**src/hw/rtl/ieval_pkg.sv**
```systemverilog
// ----------------------------------------------------------------------------
// ieval_pkg
// Shared constants, codes and controller/datapath signal groups for the
// infix expression evaluator.
// ----------------------------------------------------------------------------
package ieval_pkg;

  localparam int VALUE_WIDTH_DEF = 32;

  localparam logic [7:0] CH_MUL  = 8'd42;
  localparam logic [7:0] CH_ADD  = 8'd43;
  localparam logic [7:0] CH_SUB  = 8'd45;
  localparam logic [7:0] CH_DIV  = 8'd47;
  localparam logic [7:0] CH_ZERO = 8'd48;
  localparam logic [7:0] CH_NINE = 8'd57;

  // Operator codes; bit 1 is the precedence.
  localparam logic [1:0] OP_ADD = 2'd0;
  localparam logic [1:0] OP_SUB = 2'd1;
  localparam logic [1:0] OP_MUL = 2'd2;
  localparam logic [1:0] OP_DIV = 2'd3;

  localparam logic [2:0] KIND_ONE   = 3'd0;
  localparam logic [2:0] KIND_TWO   = 3'd1;
  localparam logic [2:0] KIND_FINAL = 3'd2;
  localparam logic [2:0] KIND_DIVZ  = 3'd3;
  localparam logic [2:0] KIND_EMPTY = 3'd4;

  localparam logic [1:0] EMIT_SNAP  = 2'd0;
  localparam logic [1:0] EMIT_FINAL = 2'd1;
  localparam logic [1:0] EMIT_DIVZ  = 2'd2;
  localparam logic [1:0] EMIT_EMPTY = 2'd3;

  typedef struct packed {
    logic       load_in;
    logic       acc_digit;
    logic       push_acc;
    logic       push_op;
    logic       alu_start;
    logic       alu_wb;
    logic       emit;
    logic       clear;
    logic       min_prec;
    logic [1:0] emit_sel;
  } ieval_cmd_t;

  typedef struct packed {
    logic is_digit;
    logic is_op;
    logic in_prec;
    logic last;
    logic digits_seen;
    logic can_reduce;
    logic div_zero;
    logic alu_done;
    logic out_free;
  } ieval_sts_t;

endpackage

```
**src/hw/rtl/ieval_if.sv**
```systemverilog
// ----------------------------------------------------------------------------
// ieval_if
// Valid/ready channels carrying input characters and evaluation results.
// ----------------------------------------------------------------------------
interface ieval_in_if;
  logic       valid;
  logic       ready;
  logic [7:0] char_code;
  logic       last_char;

  modport source (output valid, output char_code, output last_char, input ready);
  modport sink   (input valid, input char_code, input last_char, output ready);
  modport mon    (input valid, input char_code, input last_char, input ready);
endinterface

interface ieval_out_if;
  logic               valid;
  logic               ready;
  logic [2:0]         kind;
  logic signed [31:0] value_low;
  logic signed [31:0] value_top;
  logic               expr_done;

  modport source (output valid, output kind, output value_low, output value_top,
                  output expr_done, input ready);
  modport sink   (input valid, input kind, input value_low, input value_top,
                  input expr_done, output ready);
  modport mon    (input valid, input kind, input value_low, input value_top,
                  input expr_done, input ready);
endinterface

```
**src/hw/rtl/ieval_alu.sv**
```systemverilog
// ----------------------------------------------------------------------------
// ieval_alu
// Arithmetic unit: add and subtract registered directly on start, shift-add
// multiply and restoring signed divide, one bit per cycle.
// ----------------------------------------------------------------------------
module ieval_alu #(
  parameter int VALUE_WIDTH = ieval_pkg::VALUE_WIDTH_DEF
) (
  input  logic                   clk,
  input  logic                   rst,
  input  logic                   start,
  input  logic [1:0]             op,
  input  logic [VALUE_WIDTH-1:0] a,
  input  logic [VALUE_WIDTH-1:0] b,
  output logic                   done,
  output logic [VALUE_WIDTH-1:0] result
);

  localparam int W  = VALUE_WIDTH;
  localparam int CW = $clog2(W);

  logic          busy;
  logic [CW-1:0] cnt;
  logic [1:0]    op_r;
  logic          neg;
  logic [W-1:0]  x;
  logic [W-1:0]  y;
  logic [W-1:0]  z;

  logic [W-1:0]  mul_next;
  logic [W:0]    shifted;
  logic [W:0]    trial;
  logic [W-1:0]  rem_next;
  logic [W-1:0]  quo_next;
  logic [W-1:0]  mag_a;
  logic [W-1:0]  mag_b;

  always_comb begin
    mag_a    = a[W-1] ? (~a + W'(1)) : a;
    mag_b    = b[W-1] ? (~b + W'(1)) : b;
    mul_next = y[0] ? (z + x) : z;
    shifted  = {x, y[W-1]};
    trial    = shifted - {1'b0, z};
    if (!trial[W]) begin
      rem_next = trial[W-1:0];
      quo_next = {y[W-2:0], 1'b1};
    end else begin
      rem_next = shifted[W-1:0];
      quo_next = {y[W-2:0], 1'b0};
    end
  end

  always_ff @(posedge clk) begin
    if (rst) begin
      busy <= 1'b0;
      done <= 1'b0;
    end else if (start) begin
      op_r <= op;
      neg  <= a[W-1] ^ b[W-1];
      cnt  <= CW'(W - 1);
      case (op)
        ieval_pkg::OP_ADD: begin
          result <= a + b;
          done   <= 1'b1;
        end
        ieval_pkg::OP_SUB: begin
          result <= a - b;
          done   <= 1'b1;
        end
        ieval_pkg::OP_MUL: begin
          x    <= a;
          y    <= b;
          z    <= '0;
          busy <= 1'b1;
          done <= 1'b0;
        end
        default: begin
          x    <= '0;
          y    <= mag_a;
          z    <= mag_b;
          busy <= 1'b1;
          done <= 1'b0;
        end
      endcase
    end else if (busy) begin
      cnt <= cnt - CW'(1);
      if (op_r == ieval_pkg::OP_MUL) begin
        x <= x << 1;
        y <= y >> 1;
        z <= mul_next;
      end else begin
        x <= rem_next;
        y <= quo_next;
      end
      if (cnt == '0) begin
        busy <= 1'b0;
        done <= 1'b1;
        if (op_r == ieval_pkg::OP_MUL) begin
          result <= mul_next;
        end else begin
          result <= neg ? (~quo_next + W'(1)) : quo_next;
        end
      end else begin
        done <= 1'b0;
      end
    end else begin
      done <= 1'b0;
    end
  end

endmodule

```
**src/hw/rtl/ieval_dp.sv**
```systemverilog
// ----------------------------------------------------------------------------
// ieval_dp
// Datapath: input latch, number and operator stacks, number accumulator,
// arithmetic unit and the output register.
// ----------------------------------------------------------------------------
module ieval_dp #(
  parameter int VALUE_WIDTH = ieval_pkg::VALUE_WIDTH_DEF
) (
  input  logic                   clk,
  input  logic                   rst,
  input  ieval_pkg::ieval_cmd_t  cmd,
  output ieval_pkg::ieval_sts_t  sts,
  input  logic [7:0]             char_code,
  input  logic                   last_char,
  output logic                   out_valid,
  input  logic                   out_ready,
  output logic [2:0]             kind,
  output logic signed [31:0]     value_low,
  output logic signed [31:0]     value_top,
  output logic                   expr_done
);

  localparam int W = VALUE_WIDTH;

  logic [7:0]   ch;
  logic         last;
  logic [W-1:0] stk [3];
  logic [1:0]   ncnt;
  logic [1:0]   ops [2];
  logic [1:0]   ocnt;
  logic [W-1:0] acc;
  logic         dseen;

  logic         is_digit;
  logic         is_op;
  logic [1:0]   in_op;
  logic [W-1:0] digit;
  logic         alu_done;
  logic [W-1:0] alu_result;

  logic [2:0]   kind_next;
  logic         done_next;
  logic [W-1:0] low_sel;
  logic [W-1:0] top_sel;
  logic [31:0]  low_ext;
  logic [31:0]  top_ext;

  always_comb begin
    is_digit = (ch >= ieval_pkg::CH_ZERO) && (ch <= ieval_pkg::CH_NINE);
    digit    = W'(ch - ieval_pkg::CH_ZERO);
    unique case (ch)
      ieval_pkg::CH_ADD: begin
        is_op = 1'b1;
        in_op = ieval_pkg::OP_ADD;
      end
      ieval_pkg::CH_SUB: begin
        is_op = 1'b1;
        in_op = ieval_pkg::OP_SUB;
      end
      ieval_pkg::CH_MUL: begin
        is_op = 1'b1;
        in_op = ieval_pkg::OP_MUL;
      end
      ieval_pkg::CH_DIV: begin
        is_op = 1'b1;
        in_op = ieval_pkg::OP_DIV;
      end
      default: begin
        is_op = 1'b0;
        in_op = ieval_pkg::OP_ADD;
      end
    endcase
  end

  ieval_alu #(
    .VALUE_WIDTH(W)
  ) u_alu (
    .clk    (clk),
    .rst    (rst),
    .start  (cmd.alu_start),
    .op     (ops[0]),
    .a      (stk[1]),
    .b      (stk[0]),
    .done   (alu_done),
    .result (alu_result)
  );

  always_comb begin
    sts.is_digit    = is_digit;
    sts.is_op       = is_op;
    sts.in_prec     = in_op[1];
    sts.last        = last;
    sts.digits_seen = dseen;
    sts.can_reduce  = (ocnt != 2'd0) && (ocnt <= 2'd2) && (ncnt >= 2'd2)
                      && (ops[0][1] >= cmd.min_prec);
    sts.div_zero    = (ops[0] == ieval_pkg::OP_DIV) && (stk[0] == '0);
    sts.alu_done    = alu_done;
    sts.out_free    = !out_valid || out_ready;
  end

  always_ff @(posedge clk) begin
    if (cmd.load_in) begin
      ch   <= char_code;
      last <= last_char;
    end
  end

  // Both stacks keep their top entry at index 0.
  always_ff @(posedge clk) begin
    if (cmd.push_acc && (ncnt != 2'd3)) begin
      stk[2] <= stk[1];
      stk[1] <= stk[0];
      stk[0] <= acc;
    end else if (cmd.alu_wb) begin
      stk[1] <= stk[2];
      stk[0] <= alu_result;
    end
    if (cmd.push_op && (ocnt < 2'd2)) begin
      ops[1] <= ops[0];
      ops[0] <= in_op;
    end else if (cmd.alu_wb) begin
      ops[0] <= ops[1];
    end
  end

  always_ff @(posedge clk) begin
    if (rst || cmd.clear) begin
      ncnt  <= 2'd0;
      ocnt  <= 2'd0;
      acc   <= '0;
      dseen <= 1'b0;
    end else begin
      if (cmd.acc_digit) begin
        acc   <= (acc << 3) + (acc << 1) + digit;
        dseen <= 1'b1;
      end
      if (cmd.push_acc) begin
        if (ncnt != 2'd3) begin
          ncnt <= ncnt + 2'd1;
        end
        acc   <= '0;
        dseen <= 1'b0;
      end
      if (cmd.push_op && (ocnt < 2'd2)) begin
        ocnt <= ocnt + 2'd1;
      end
      if (cmd.alu_wb) begin
        ncnt <= ncnt - 2'd1;
        ocnt <= ocnt - 2'd1;
      end
    end
  end

  always_comb begin
    low_sel   = '0;
    top_sel   = '0;
    done_next = 1'b1;
    case (cmd.emit_sel)
      ieval_pkg::EMIT_SNAP: begin
        done_next = 1'b0;
        if (ncnt >= 2'd2) begin
          kind_next = ieval_pkg::KIND_TWO;
          low_sel   = stk[1];
          top_sel   = stk[0];
        end else begin
          kind_next = ieval_pkg::KIND_ONE;
          if (ncnt == 2'd1) begin
            top_sel = stk[0];
          end
        end
      end
      ieval_pkg::EMIT_FINAL: begin
        kind_next = ieval_pkg::KIND_FINAL;
        if (ncnt != 2'd0) begin
          top_sel = stk[0];
        end
      end
      ieval_pkg::EMIT_DIVZ: kind_next = ieval_pkg::KIND_DIVZ;
      default:              kind_next = ieval_pkg::KIND_EMPTY;
    endcase
  end

  if (W >= 32) begin : g_cut
    assign low_ext = low_sel[31:0];
    assign top_ext = top_sel[31:0];
  end else begin : g_ext
    assign low_ext = {{(32 - W){low_sel[W-1]}}, low_sel};
    assign top_ext = {{(32 - W){top_sel[W-1]}}, top_sel};
  end

  always_ff @(posedge clk) begin
    if (rst) begin
      out_valid <= 1'b0;
    end else if (cmd.emit) begin
      out_valid <= 1'b1;
    end else if (out_ready) begin
      out_valid <= 1'b0;
    end
  end

  always_ff @(posedge clk) begin
    if (cmd.emit) begin
      kind      <= kind_next;
      value_low <= low_ext;
      value_top <= top_ext;
      expr_done <= done_next;
    end
  end

endmodule

```
**src/hw/rtl/ieval_ctrl.sv**
```systemverilog
// ----------------------------------------------------------------------------
// ieval_ctrl
// Controller: sequences character decode, operator reduction, arithmetic
// and result emission.
// ----------------------------------------------------------------------------
module ieval_ctrl (
  input  logic                  clk,
  input  logic                  rst,
  input  logic                  in_valid,
  output logic                  in_ready,
  output ieval_pkg::ieval_cmd_t cmd,
  input  ieval_pkg::ieval_sts_t sts
);

  localparam logic [2:0] S_IDLE   = 3'd0;
  localparam logic [2:0] S_DECODE = 3'd1;
  localparam logic [2:0] S_LAST   = 3'd2;
  localparam logic [2:0] S_CHECK  = 3'd3;
  localparam logic [2:0] S_ALU    = 3'd4;
  localparam logic [2:0] S_EMIT   = 3'd5;

  logic [2:0] state;
  logic [2:0] state_next;
  logic       final_mode;
  logic       final_mode_next;
  logic [1:0] emit_sel;
  logic [1:0] emit_sel_next;

  always_comb begin
    state_next      = state;
    final_mode_next = final_mode;
    emit_sel_next   = emit_sel;
    in_ready        = 1'b0;
    cmd             = '0;
    cmd.emit_sel    = emit_sel;
    cmd.min_prec    = !final_mode && sts.in_prec;
    unique case (state)
      S_IDLE: begin
        in_ready    = 1'b1;
        cmd.load_in = in_valid;
        if (in_valid) begin
          state_next = S_DECODE;
        end
      end
      S_DECODE: begin
        if (sts.is_digit) begin
          cmd.acc_digit = 1'b1;
          state_next    = sts.last ? S_LAST : S_IDLE;
        end else if (sts.is_op) begin
          if (!sts.digits_seen) begin
            emit_sel_next = ieval_pkg::EMIT_EMPTY;
            state_next    = S_EMIT;
          end else begin
            cmd.push_acc    = 1'b1;
            final_mode_next = 1'b0;
            state_next      = S_CHECK;
          end
        end else begin
          state_next = sts.last ? S_LAST : S_IDLE;
        end
      end
      S_LAST: begin
        if (!sts.digits_seen) begin
          emit_sel_next = ieval_pkg::EMIT_EMPTY;
          state_next    = S_EMIT;
        end else begin
          cmd.push_acc    = 1'b1;
          final_mode_next = 1'b1;
          state_next      = S_CHECK;
        end
      end
      S_CHECK: begin
        if (sts.can_reduce) begin
          if (sts.div_zero) begin
            emit_sel_next = ieval_pkg::EMIT_DIVZ;
            state_next    = S_EMIT;
          end else begin
            cmd.alu_start = 1'b1;
            state_next    = S_ALU;
          end
        end else if (final_mode) begin
          emit_sel_next = ieval_pkg::EMIT_FINAL;
          state_next    = S_EMIT;
        end else begin
          cmd.push_op = 1'b1;
          if (sts.last) begin
            state_next = S_LAST;
          end else begin
            emit_sel_next = ieval_pkg::EMIT_SNAP;
            state_next    = S_EMIT;
          end
        end
      end
      S_ALU: begin
        if (sts.alu_done) begin
          cmd.alu_wb = 1'b1;
          state_next = S_CHECK;
        end
      end
      S_EMIT: begin
        if (sts.out_free) begin
          cmd.emit   = 1'b1;
          cmd.clear  = (emit_sel != ieval_pkg::EMIT_SNAP);
          state_next = S_IDLE;
        end
      end
      default: state_next = S_IDLE;
    endcase
  end

  always_ff @(posedge clk) begin
    if (rst) begin
      state      <= S_IDLE;
      final_mode <= 1'b0;
      emit_sel   <= ieval_pkg::EMIT_SNAP;
    end else begin
      state      <= state_next;
      final_mode <= final_mode_next;
      emit_sel   <= emit_sel_next;
    end
  end

endmodule

```
**src/hw/rtl/infix_expression_evaluator.sv**
```systemverilog
// ----------------------------------------------------------------------------
// infix_expression_evaluator
// Evaluates an infix expression of decimal numbers and + - * / delivered one
// character per item, snapshots after non-last operators and an end result.
//
//   Channel     Role   Payload                                   Handshake
//   char_in     sink   char_code[7:0], last_char                 valid/ready
//   result_out  source kind[2:0], value_low, value_top, expr_done valid/ready
//
// One item is processed at a time. A digit or other character is loaded and
// decoded; an operator or last character then also passes the reduction
// check, the arithmetic unit for each reduction (bit-serial for multiply and
// divide) and the emission step. Reset is synchronous and clears the counts,
// the accumulator and the output valid flag. A stalled result blocks only the
// next emission; input items are still taken until then.
// ----------------------------------------------------------------------------
module infix_expression_evaluator #(
  parameter int VALUE_WIDTH = ieval_pkg::VALUE_WIDTH_DEF
) (
  input  logic        clk,
  input  logic        rst,
  ieval_in_if.sink    char_in,
  ieval_out_if.source result_out
);

  ieval_pkg::ieval_cmd_t cmd;
  ieval_pkg::ieval_sts_t sts;

  ieval_ctrl u_ctrl (
    .clk      (clk),
    .rst      (rst),
    .in_valid (char_in.valid),
    .in_ready (char_in.ready),
    .cmd      (cmd),
    .sts      (sts)
  );

  ieval_dp #(
    .VALUE_WIDTH(VALUE_WIDTH)
  ) u_dp (
    .clk       (clk),
    .rst       (rst),
    .cmd       (cmd),
    .sts       (sts),
    .char_code (char_in.char_code),
    .last_char (char_in.last_char),
    .out_valid (result_out.valid),
    .out_ready (result_out.ready),
    .kind      (result_out.kind),
    .value_low (result_out.value_low),
    .value_top (result_out.value_top),
    .expr_done (result_out.expr_done)
  );

endmodule

```
**src/flat_wrapper.sv**
```systemverilog
// flat-port wrapper written by rule: the top's interface ports become plain ports
module infix_expression_evaluator_flat 
#(
  parameter int VALUE_WIDTH = ieval_pkg::VALUE_WIDTH_DEF
)
  (clk, rst, char_in_valid, char_in_char_code, char_in_last_char, char_in_ready, result_out_valid, result_out_kind, result_out_value_low, result_out_value_top, result_out_expr_done, result_out_ready);
  ieval_in_if char_in_i ();
  ieval_out_if result_out_i ();
  input  logic clk;
  input  logic rst;
  input wire logic [$bits(char_in_i.valid)-1:0] char_in_valid;
  input wire logic [$bits(char_in_i.char_code)-1:0] char_in_char_code;
  input wire logic [$bits(char_in_i.last_char)-1:0] char_in_last_char;
  output wire logic [$bits(char_in_i.ready)-1:0] char_in_ready;
  output wire logic [$bits(result_out_i.valid)-1:0] result_out_valid;
  output wire logic [$bits(result_out_i.kind)-1:0] result_out_kind;
  output wire logic [$bits(result_out_i.value_low)-1:0] result_out_value_low;
  output wire logic [$bits(result_out_i.value_top)-1:0] result_out_value_top;
  output wire logic [$bits(result_out_i.expr_done)-1:0] result_out_expr_done;
  input wire logic [$bits(result_out_i.ready)-1:0] result_out_ready;
  assign char_in_i.valid = char_in_valid;
  assign char_in_i.char_code = char_in_char_code;
  assign char_in_i.last_char = char_in_last_char;
  assign char_in_ready = char_in_i.ready;
  assign result_out_valid = result_out_i.valid;
  assign result_out_kind = result_out_i.kind;
  assign result_out_value_low = result_out_i.value_low;
  assign result_out_value_top = result_out_i.value_top;
  assign result_out_expr_done = result_out_i.expr_done;
  assign result_out_i.ready = result_out_ready;
  infix_expression_evaluator #(.VALUE_WIDTH(VALUE_WIDTH)) u_core (.clk(clk), .rst(rst), .char_in(char_in_i), .result_out(result_out_i));
endmodule
```
**config.mk**
```make
export PLATFORM = sky130hd
export DESIGN_NAME = infix_expression_evaluator_flat
export DESIGN_NICKNAME = d
export VERILOG_FILES = /design/src/hw/rtl/ieval_pkg.sv /design/src/hw/rtl/ieval_if.sv /design/src/hw/rtl/ieval_alu.sv /design/src/hw/rtl/ieval_dp.sv /design/src/hw/rtl/ieval_ctrl.sv /design/src/hw/rtl/infix_expression_evaluator.sv /design/src/flat_wrapper.sv
export SDC_FILE = /design/constraint.sdc
export NUM_CORES = 1
export LEC_CHECK = 0
export ABC_CLOCK_PERIOD_IN_PS = 7400
export BUFFER_PORTS_ARGS = -buffer_cell sky130_fd_sc_hd__buf_2
export CORE_MARGIN = 1.5
export CORE_UTILIZATION = 59
export CTS_BUF_LIST = sky130_fd_sc_hd__clkbuf_2
export CTS_CLUSTER_DIAMETER = 30
export DETAILED_ROUTE_END_ITERATION = 12
export PLACE_DENSITY = 0.79
export SLEW_MARGIN = 20
export SYNTH_ARGS = -nofsm -noshare
export SYNTH_HDL_FRONTEND = slang
export SYNTH_SLANG_ARGS = --single-unit
```
**constraint.sdc**
```tcl
create_clock -name clk -period 7.4 [get_ports clk]
set_input_delay 0.74 -clock clk [delete_from_list [all_inputs] [get_ports clk]]
set_output_delay 0.74 -clock clk [all_outputs]
set_load 0.01 [all_outputs]
```
==> flow_summary.yaml, run 1 <==
sta:
  whs_ns: 0.1400
  period_needed_ns: 5.631
  hold_violations: 0
  setup_viol: 0
  setup_slack_ns: 1.769
  timing.fmax_ghz: 0.1776
  tns_ns: 0
  skew_ns: 0.07890
  finalCritPeriodShare_pct: 76.09
  finalMaxSlewViolations: 0
  worstMarginPinSlew_ns: 1.019
  slew_headroom_pct: 32.04
  rsz0062_at_grt: "false"
placed_design:
  gp_congestion: 0.9721
  pre_cts_ws_ns: 1.950
  place_area_um2: 25660
  dp_hpwl_um: 54610
  numPortBuffers: 82
power_and_ir_drop:
  ir_worst_vdd_mv: 0.2054
  p_clk_share_pct: 39.2
  powerDensity_nw_per_um2: 155.3
  p_switching_mw: 1.089
  p_leak_nw: 10.69
  seqPwrFrac_pct: 54.0
  power_frac_comb_pct: 6.9
  swShare_pct: 26.17
  internal_power_mw: 3.072
critical_path:
  start_kind: "flip-flop"
  worstPathMaxFanout: 8
  worstSetupPathType: "reg -> reg"
  end_kind: "flip-flop"
  cp.arrival_ns: 6.46
  crit_required_ns: 8.23
detailed_routing:
  routed-via-count: 21765
  post_drt_wl_per_cell_um: 22.30
  vias_per_cell: 6.436
  drt_iter0_markers: 2581
  wl_um: 75430
  dr.pass1.iters: 8
  ant_nets: 0
  drcViolationCount: 0
flow_run:
  maxCapViolations: 0
layout:
  design_area_um2: 26790
  drive_above_1_share_pct: 10.22
  nFillCells: 3469
  area_growth_pct: 7.637
  utilization_pct: 64.15
  layout.nets: 2950
yosys:
  post_synth_inst_count: 2706
  synth-warning-count: 0
  ys.flop_type: "edfxtp_1"
  synth_nets: 2890
  yosys.area_share.simple_pct: 17.25
  yosys.area.top_type_share_pct: 37.77
  synthArstFlopShare_pct: 0
  synth_top_family_by_area: "compound AO/OA/AOI/OAI gates"
  synth-seq-cells: 359
  ys_top_cells_by_area: "edfxtp_1 38%, ha_1 7.0%, nand2_1 6.5%"
  synth-edff-count: 313
  synthAdderAreaFrac_pct: 9.602
  synth_cell_types: 76
  netlist_area_um2: 24890
  synth_xor_area_share_pct: 8.059
  ys_seq_area_share_pct: 41.47
  yosysTopAreaCell: "edfxtp_1"
  syn_avg_cell_area_um2: 9.197
  synth_mux_area_share_pct: 1.418
  synth-compound-area-share_pct: 18.48
cts:
  cts-root-buf: "clkbuf_2"
  path_clk_slew_ns: 0.09
  cts_resized: 0
  cts_made_buffers: 93
  clock_latency_ns: 1.14
  clock_sinks: 359
  htree_levels: 3
  postCtsSetupRepairBufs: 0
  cts_tree: "built"
  clockBufferDepth: 3
floorplanning:
  die-height_um: 208.4
  die_w_um: 208.4
  coreArea_um2: 41760
  io_pins: 83
  initial_utilization_pct: 59.60
  row_count: 75
  fp.dieArea_um2: 43420
global_routing:
  grt_max_degree: 76
  grt_pass1_vias: 21048
  grt_first_pass_wirelength_um: 116200
  antenna_found_initial: 5
  track_usage_pct: 34.64
  grt-ovfl-total: 0
min_path:
  min_path_type: "in -> reg"
status:
  outcome: "complete, no violations"
## power by group through the flow
stage,sequential (mW),combinational [mW],clock [mW]
CTS,2.24,0.285,1.64
global placement,2.29,0.267,0
finish,2.25,0.286,1.63
detailed placement,2.29,0.277,0
floorplan,2.29,0.198,0
global route,2.25,0.319,1.74
## placed cells by master (no fill, tap or decap), types with 71 or more instances in the layout
cell type  netlist  routed
a21oi_1        245     244
and2_1          71      71
buf_2           18      82
clkbuf_2         0     126
edfxtp_1       313     313
ha_1           139     139
inv_1           87      87
nand2_1        433     433
nor2_1         181     179
o21ai_0        139     138
xnor2_1        116     116
xor2_1         113     113
## critical path, stage by stage (launching register included)
cell and delay (ns):
edfxtp_1 0.53, inv_1 0.13, ha_1 0.20, or3b_2 0.48, nor3_1 0.46, nand2_1 0.16
or3_1 0.40, nand2_1 0.10, xor2_1 0.07, ha_1 0.39, nand2_1 0.10, a2111oi_0 0.75
a211o_1 0.26, a21oi_1 0.14, o21ai_0 0.50, a21oi_1 0.14, o21ai_0 0.27, xnor2_1 0.15
a22oi_1 0.10
## layer usage
metal,track usage [%],vias up,part of all wire [%]
met5,0,-,0.017
met4,21.80,2,6.5
met3,5.932,261,7.8
met2,55.54,1081,47
met1,43.71,10487,39
li1,-,9934,-
## state kept, by name, summed over array words and instances (netlist names), 3 cells and up
register                  count
u_core.u_dp.stk              96
u_core.u_dp.u_alu.y          32
u_core.u_dp.acc              32
u_core.u_dp.ops               4
u_core.u_dp.u_alu.z          32
u_core.u_dp.u_alu.x          32
u_core.u_dp.value_low        32
u_core.u_dp.value_top        32
u_core.u_ctrl.state           3
u_core.u_dp.ch                8
u_core.u_dp.kind              3
u_core.u_dp.u_alu.result     32
u_core.u_dp.u_alu.cnt         5
## metrics by stage
stage | total power, mW | std cells
finish | 4.161 | 3382
CTS | 4.168 | 3376
global placement | 2.556 | 3199
floorplan | 2.484 | 2706
global route | 4.313 | 3381
detailed placement | 2.568 | 3199
## synth_stat cells, types with 33 or more instances
cell      number
edfxtp_1     313
dfxtp_1       46
a21o_1        52
nor3_1        45
clkbuf_1     129
xor2_1       113
o31ai_1       36
mux2i_1       33
a211oi_1      46
o21ai_0      139
xnor2_1      116
nor2_1       181
ha_1         139
inv_1         87
a21oi_1      245
nand3_1       40
nand2_1      433
a31oi_1       36
and2_1        71
## final timing paths
check	start	end	slack (ns)	depth (start not counted)
hold reg to reg	u_core.u_dp.stk[0][92]	u_core.u_dp.stk[0][60]	0.51	2
hold / removal	char_in_valid	u_core.u_ctrl.state[0]	0.14	5
setup / recovery	u_core.u_dp.stk[0][1]	u_core.u_dp.u_alu.result[31]	1.77	18
setup reg to reg	u_core.u_dp.stk[0][1]	u_core.u_dp.u_alu.result[31]	1.77	18
## final cells by class
cell class,count,area [µm²],area share (%)
Clock inverter,40,375.4,1.401
Multi-Input combinational cell,2106,13730,51.26
Inverter,87,326.6,1.219
Clock buffer,126,630.6,2.354
Timing Repair Buffer,119,715.7,2.672
Tap cell,539,674.4,2.518
Sequential cell,359,10320,38.52
Antenna cell,6,15.01,0.05605
## cells by family after synthesis
group | Yosys count
xor+xnor | 229
mux | 35
simple gates | 935
fa+ha+maj | 172
compound gates | 735
buf+inv | 241
flops | 359
## timing repair
action | CTS | global route
endpoints found under the hold margin | 15 | 0
setup endpoints to repair | 0 | 0
hold buffers | 11 | 0
Power figures use the tool's default switching activity.
==> inputs of run 2 (changes only) <==
Settings changed: ABC_CLOCK_PERIOD_IN_PS 7400 to 5500, CORE_UTILIZATION 59 to 65, PLACE_DENSITY 0.79 to 0.83.
Clock period 7.4 ns to 5.5 ns, I/O delays scaled along.
==> run 2 against run 1 <==
Effect of this change: sequential share of layout area decreased by 0.18 points; sequential power increased by 34%; die area decreased by 9.1%; clock skew up 0.019 ns; cell count down 0.15%; non-clock buffer count is 11 higher; via count increased by 1.4%; core utilization increased by 7.3 points; total power up 34%; flip-flop and latch count is the same; clock power grew 33%; global-route usage is 4.6 points higher; critical path type unchanged.
==> flow_summary.yaml, run 2 (synthesis gave the netlist of run 1 again) <==
global_routing:
  grt_pass1_vias: 21170
  track_usage_pct: 39.29
  antenna_found_initial: 3
  grt-ovfl-total: 0
  grt_max_degree: 101
  grt_first_pass_wirelength_um: 117500
sta:
  finalCritPeriodShare_pct: 94.97
  worstMarginPinSlew_ns: 1.084
  finalMaxSlewViolations: 0
  slew_headroom_pct: 27.00
  rsz0062_at_grt: "false"
  hold_violations: 0
  setup_slack_ns: 0.2765
  setup_viol: 0
  skew_ns: 0.09836
  timing.fmax_ghz: 0.1914
  tns_ns: 0
  period_needed_ns: 5.224
cts:
  cts_tree: "built"
  cts_made_buffers: 97
  path_clk_slew_ns: 0.11
  clockBufferDepth: 3
  cts-root-buf: "clkbuf_2"
  htree_levels: 3
  clock_latency_ns: 1.11
  clock_sinks: 359
  postCtsSetupRepairBufs: 0
layout:
  drive_above_1_share_pct: 11.00
  area_growth_pct: 8.149
  stdcell_count: 3377
  layout.cells.most_common: "nand2_1"
  layout.nets: 2965
  largest_register: "u_core.u_dp.stk"
  largest_reg_flops: 96
  layout_common_cells: "433 x nand2_1, 313 x edfxtp_1, 243 x a21oi_1, 179 x nor2_1, 139 x ha_1"
  utilization_pct: 71.46
placed_design:
  dp_cells: 3179
  dp_hpwl_um: 55380
  numPortBuffers: 82
  pre_cts_ws_ns: 0.2279
  gp_congestion: 1.006
detailed_routing:
  vias_per_cell: 6.536
  routed-via-count: 22071
  ant_nets: 0
  drcViolationCount: 0
  dr.pass1.iters: 6
  post_drt_wl_per_cell_um: 22.83
  wl_um: 77100
  drt_iter0_markers: 2423
critical_path:
  crit_required_ns: 6.31
  start_kind: "flip-flop"
  worstPathMaxFanout: 8
  worstSetupPathType: "reg -> reg"
  end_kind: "flip-flop"
  cp.arrival_ns: 6.03
power_and_ir_drop:
  power_frac_comb_pct: 7.1
  p_switching_mw: 1.508
  internal_power_mw: 4.066
  ir_worst_vdd_mv: 0.3534
  seqPwrFrac_pct: 54.2
  total_power_mw: 5.573
  p_leak_nw: 10.79
  powerDensity_nw_per_um2: 207.1
  swShare_pct: 27.05
  p_clk_share_pct: 38.7
flow_run:
  maxCapViolations: 0
floorplanning:
  io_pins: 83
  die_w_um: 198.7
  initial_utilization_pct: 66.07
  die-height_um: 198.7
  fp.dieArea_um2: 39470
  row_count: 71
  coreArea_um2: 37670
min_path:
  min_path_type: "in -> reg"
status:
  outcome: "complete, no violations"
run 2: cell types whose count changed in the layout (fill, tap and decap cells not counted), sizes merged:
cell         previous run  this run
bufinv                  8         5
dlygate4sd3            11        14
diode                   6         3
clkinv                 29        35
buf                   108       116
clkbuf                126       138
run 2: final timing paths:
kind,from,end,slack (ns),cells after the start
worst max register to register,u_core.u_dp.stk[0][0],u_core.u_dp.u_alu.result[30],0.28,19
worst max-delay path,u_core.u_dp.stk[0][0],u_core.u_dp.u_alu.result[30],0.28,19
worst min-delay path,char_in_char_code[6],u_core.u_dp.ch[6],0.15,2
worst min register to register,u_core.u_dp.stk[0][91],u_core.u_dp.stk[0][59],0.51,2
run 2: per-stage QoR:
step | hold WS (ns) | instance area (µm²)
3_3_place_gp | 0.4712 | 25730
2_1_floorplan | 0.4244 | 24900
6_report | 0.1541 | 26920
5_1_grt | 0.1170 | 26910
4_1_cts | 0.1046 | 26890
3_5_place_dp | 0.4942 | 25730
run 2: repair_timing:
| item | in CTS | in global routing |
|---|---|---|
| endpoints found under the setup margin | 0 | 6 |
| endpoints found under the hold margin | 27 | 0 |
| hold buffers | 14 | 0 |
| resized for setup | 0 | 6 |
run 2: final cells by class:
cell class	count	area, µm²
Tap cell	511	639.4
Antenna cell	3	7.507
Timing Repair Buffer	130	843.3
Fill cell	2924	10750
Clock inverter	43	330.3
Sequential cell	359	10320
Clock buffer	138	690.7
Inverter	87	326.6
Multi-Input combinational cell	2106	13760
run 2: critical path: stages (launching register included):
cell       delay, ns
edfxtp_1        0.51
inv_1           0.12
ha_1            0.18
or3b_2          0.48
nor3_1          0.28
nand2_1         0.15
or3_1           0.40
o31ai_1         0.26
xor2_1          0.19
ha_1            0.30
and2_1          0.17
nand3_1         0.14
o221ai_1        0.23
a2111oi_2       0.49
buf_4           0.19
nor2_1          0.04
a21oi_1         0.23
o21ai_0         0.16
xnor2_1         0.27
o22ai_1         0.13
run 2: power by group through the flow:
stage	Sequential, mW	Clock, mW	Combinational (mW)
2_1_floorplan	3.08	0	0.267
3_3_place_gp	3.08	0	0.358
3_5_place_dp	3.08	0	0.371
4_1_cts	3.02	2.16	0.386
5_1_grt	3.03	2.30	0.436
6_report	3.02	2.16	0.393
run 2: layer usage:
layer	wire, µm	up-vias	global-route usage, %	share of wire [%]
li1	-	9992	-	-
met1	28880	10442	47.96	37
met4	5737	0	26.26	7.4
met5	0	-	0	0
met2	35370	1298	62.90	46
met3	7106	339	8.376	9.2
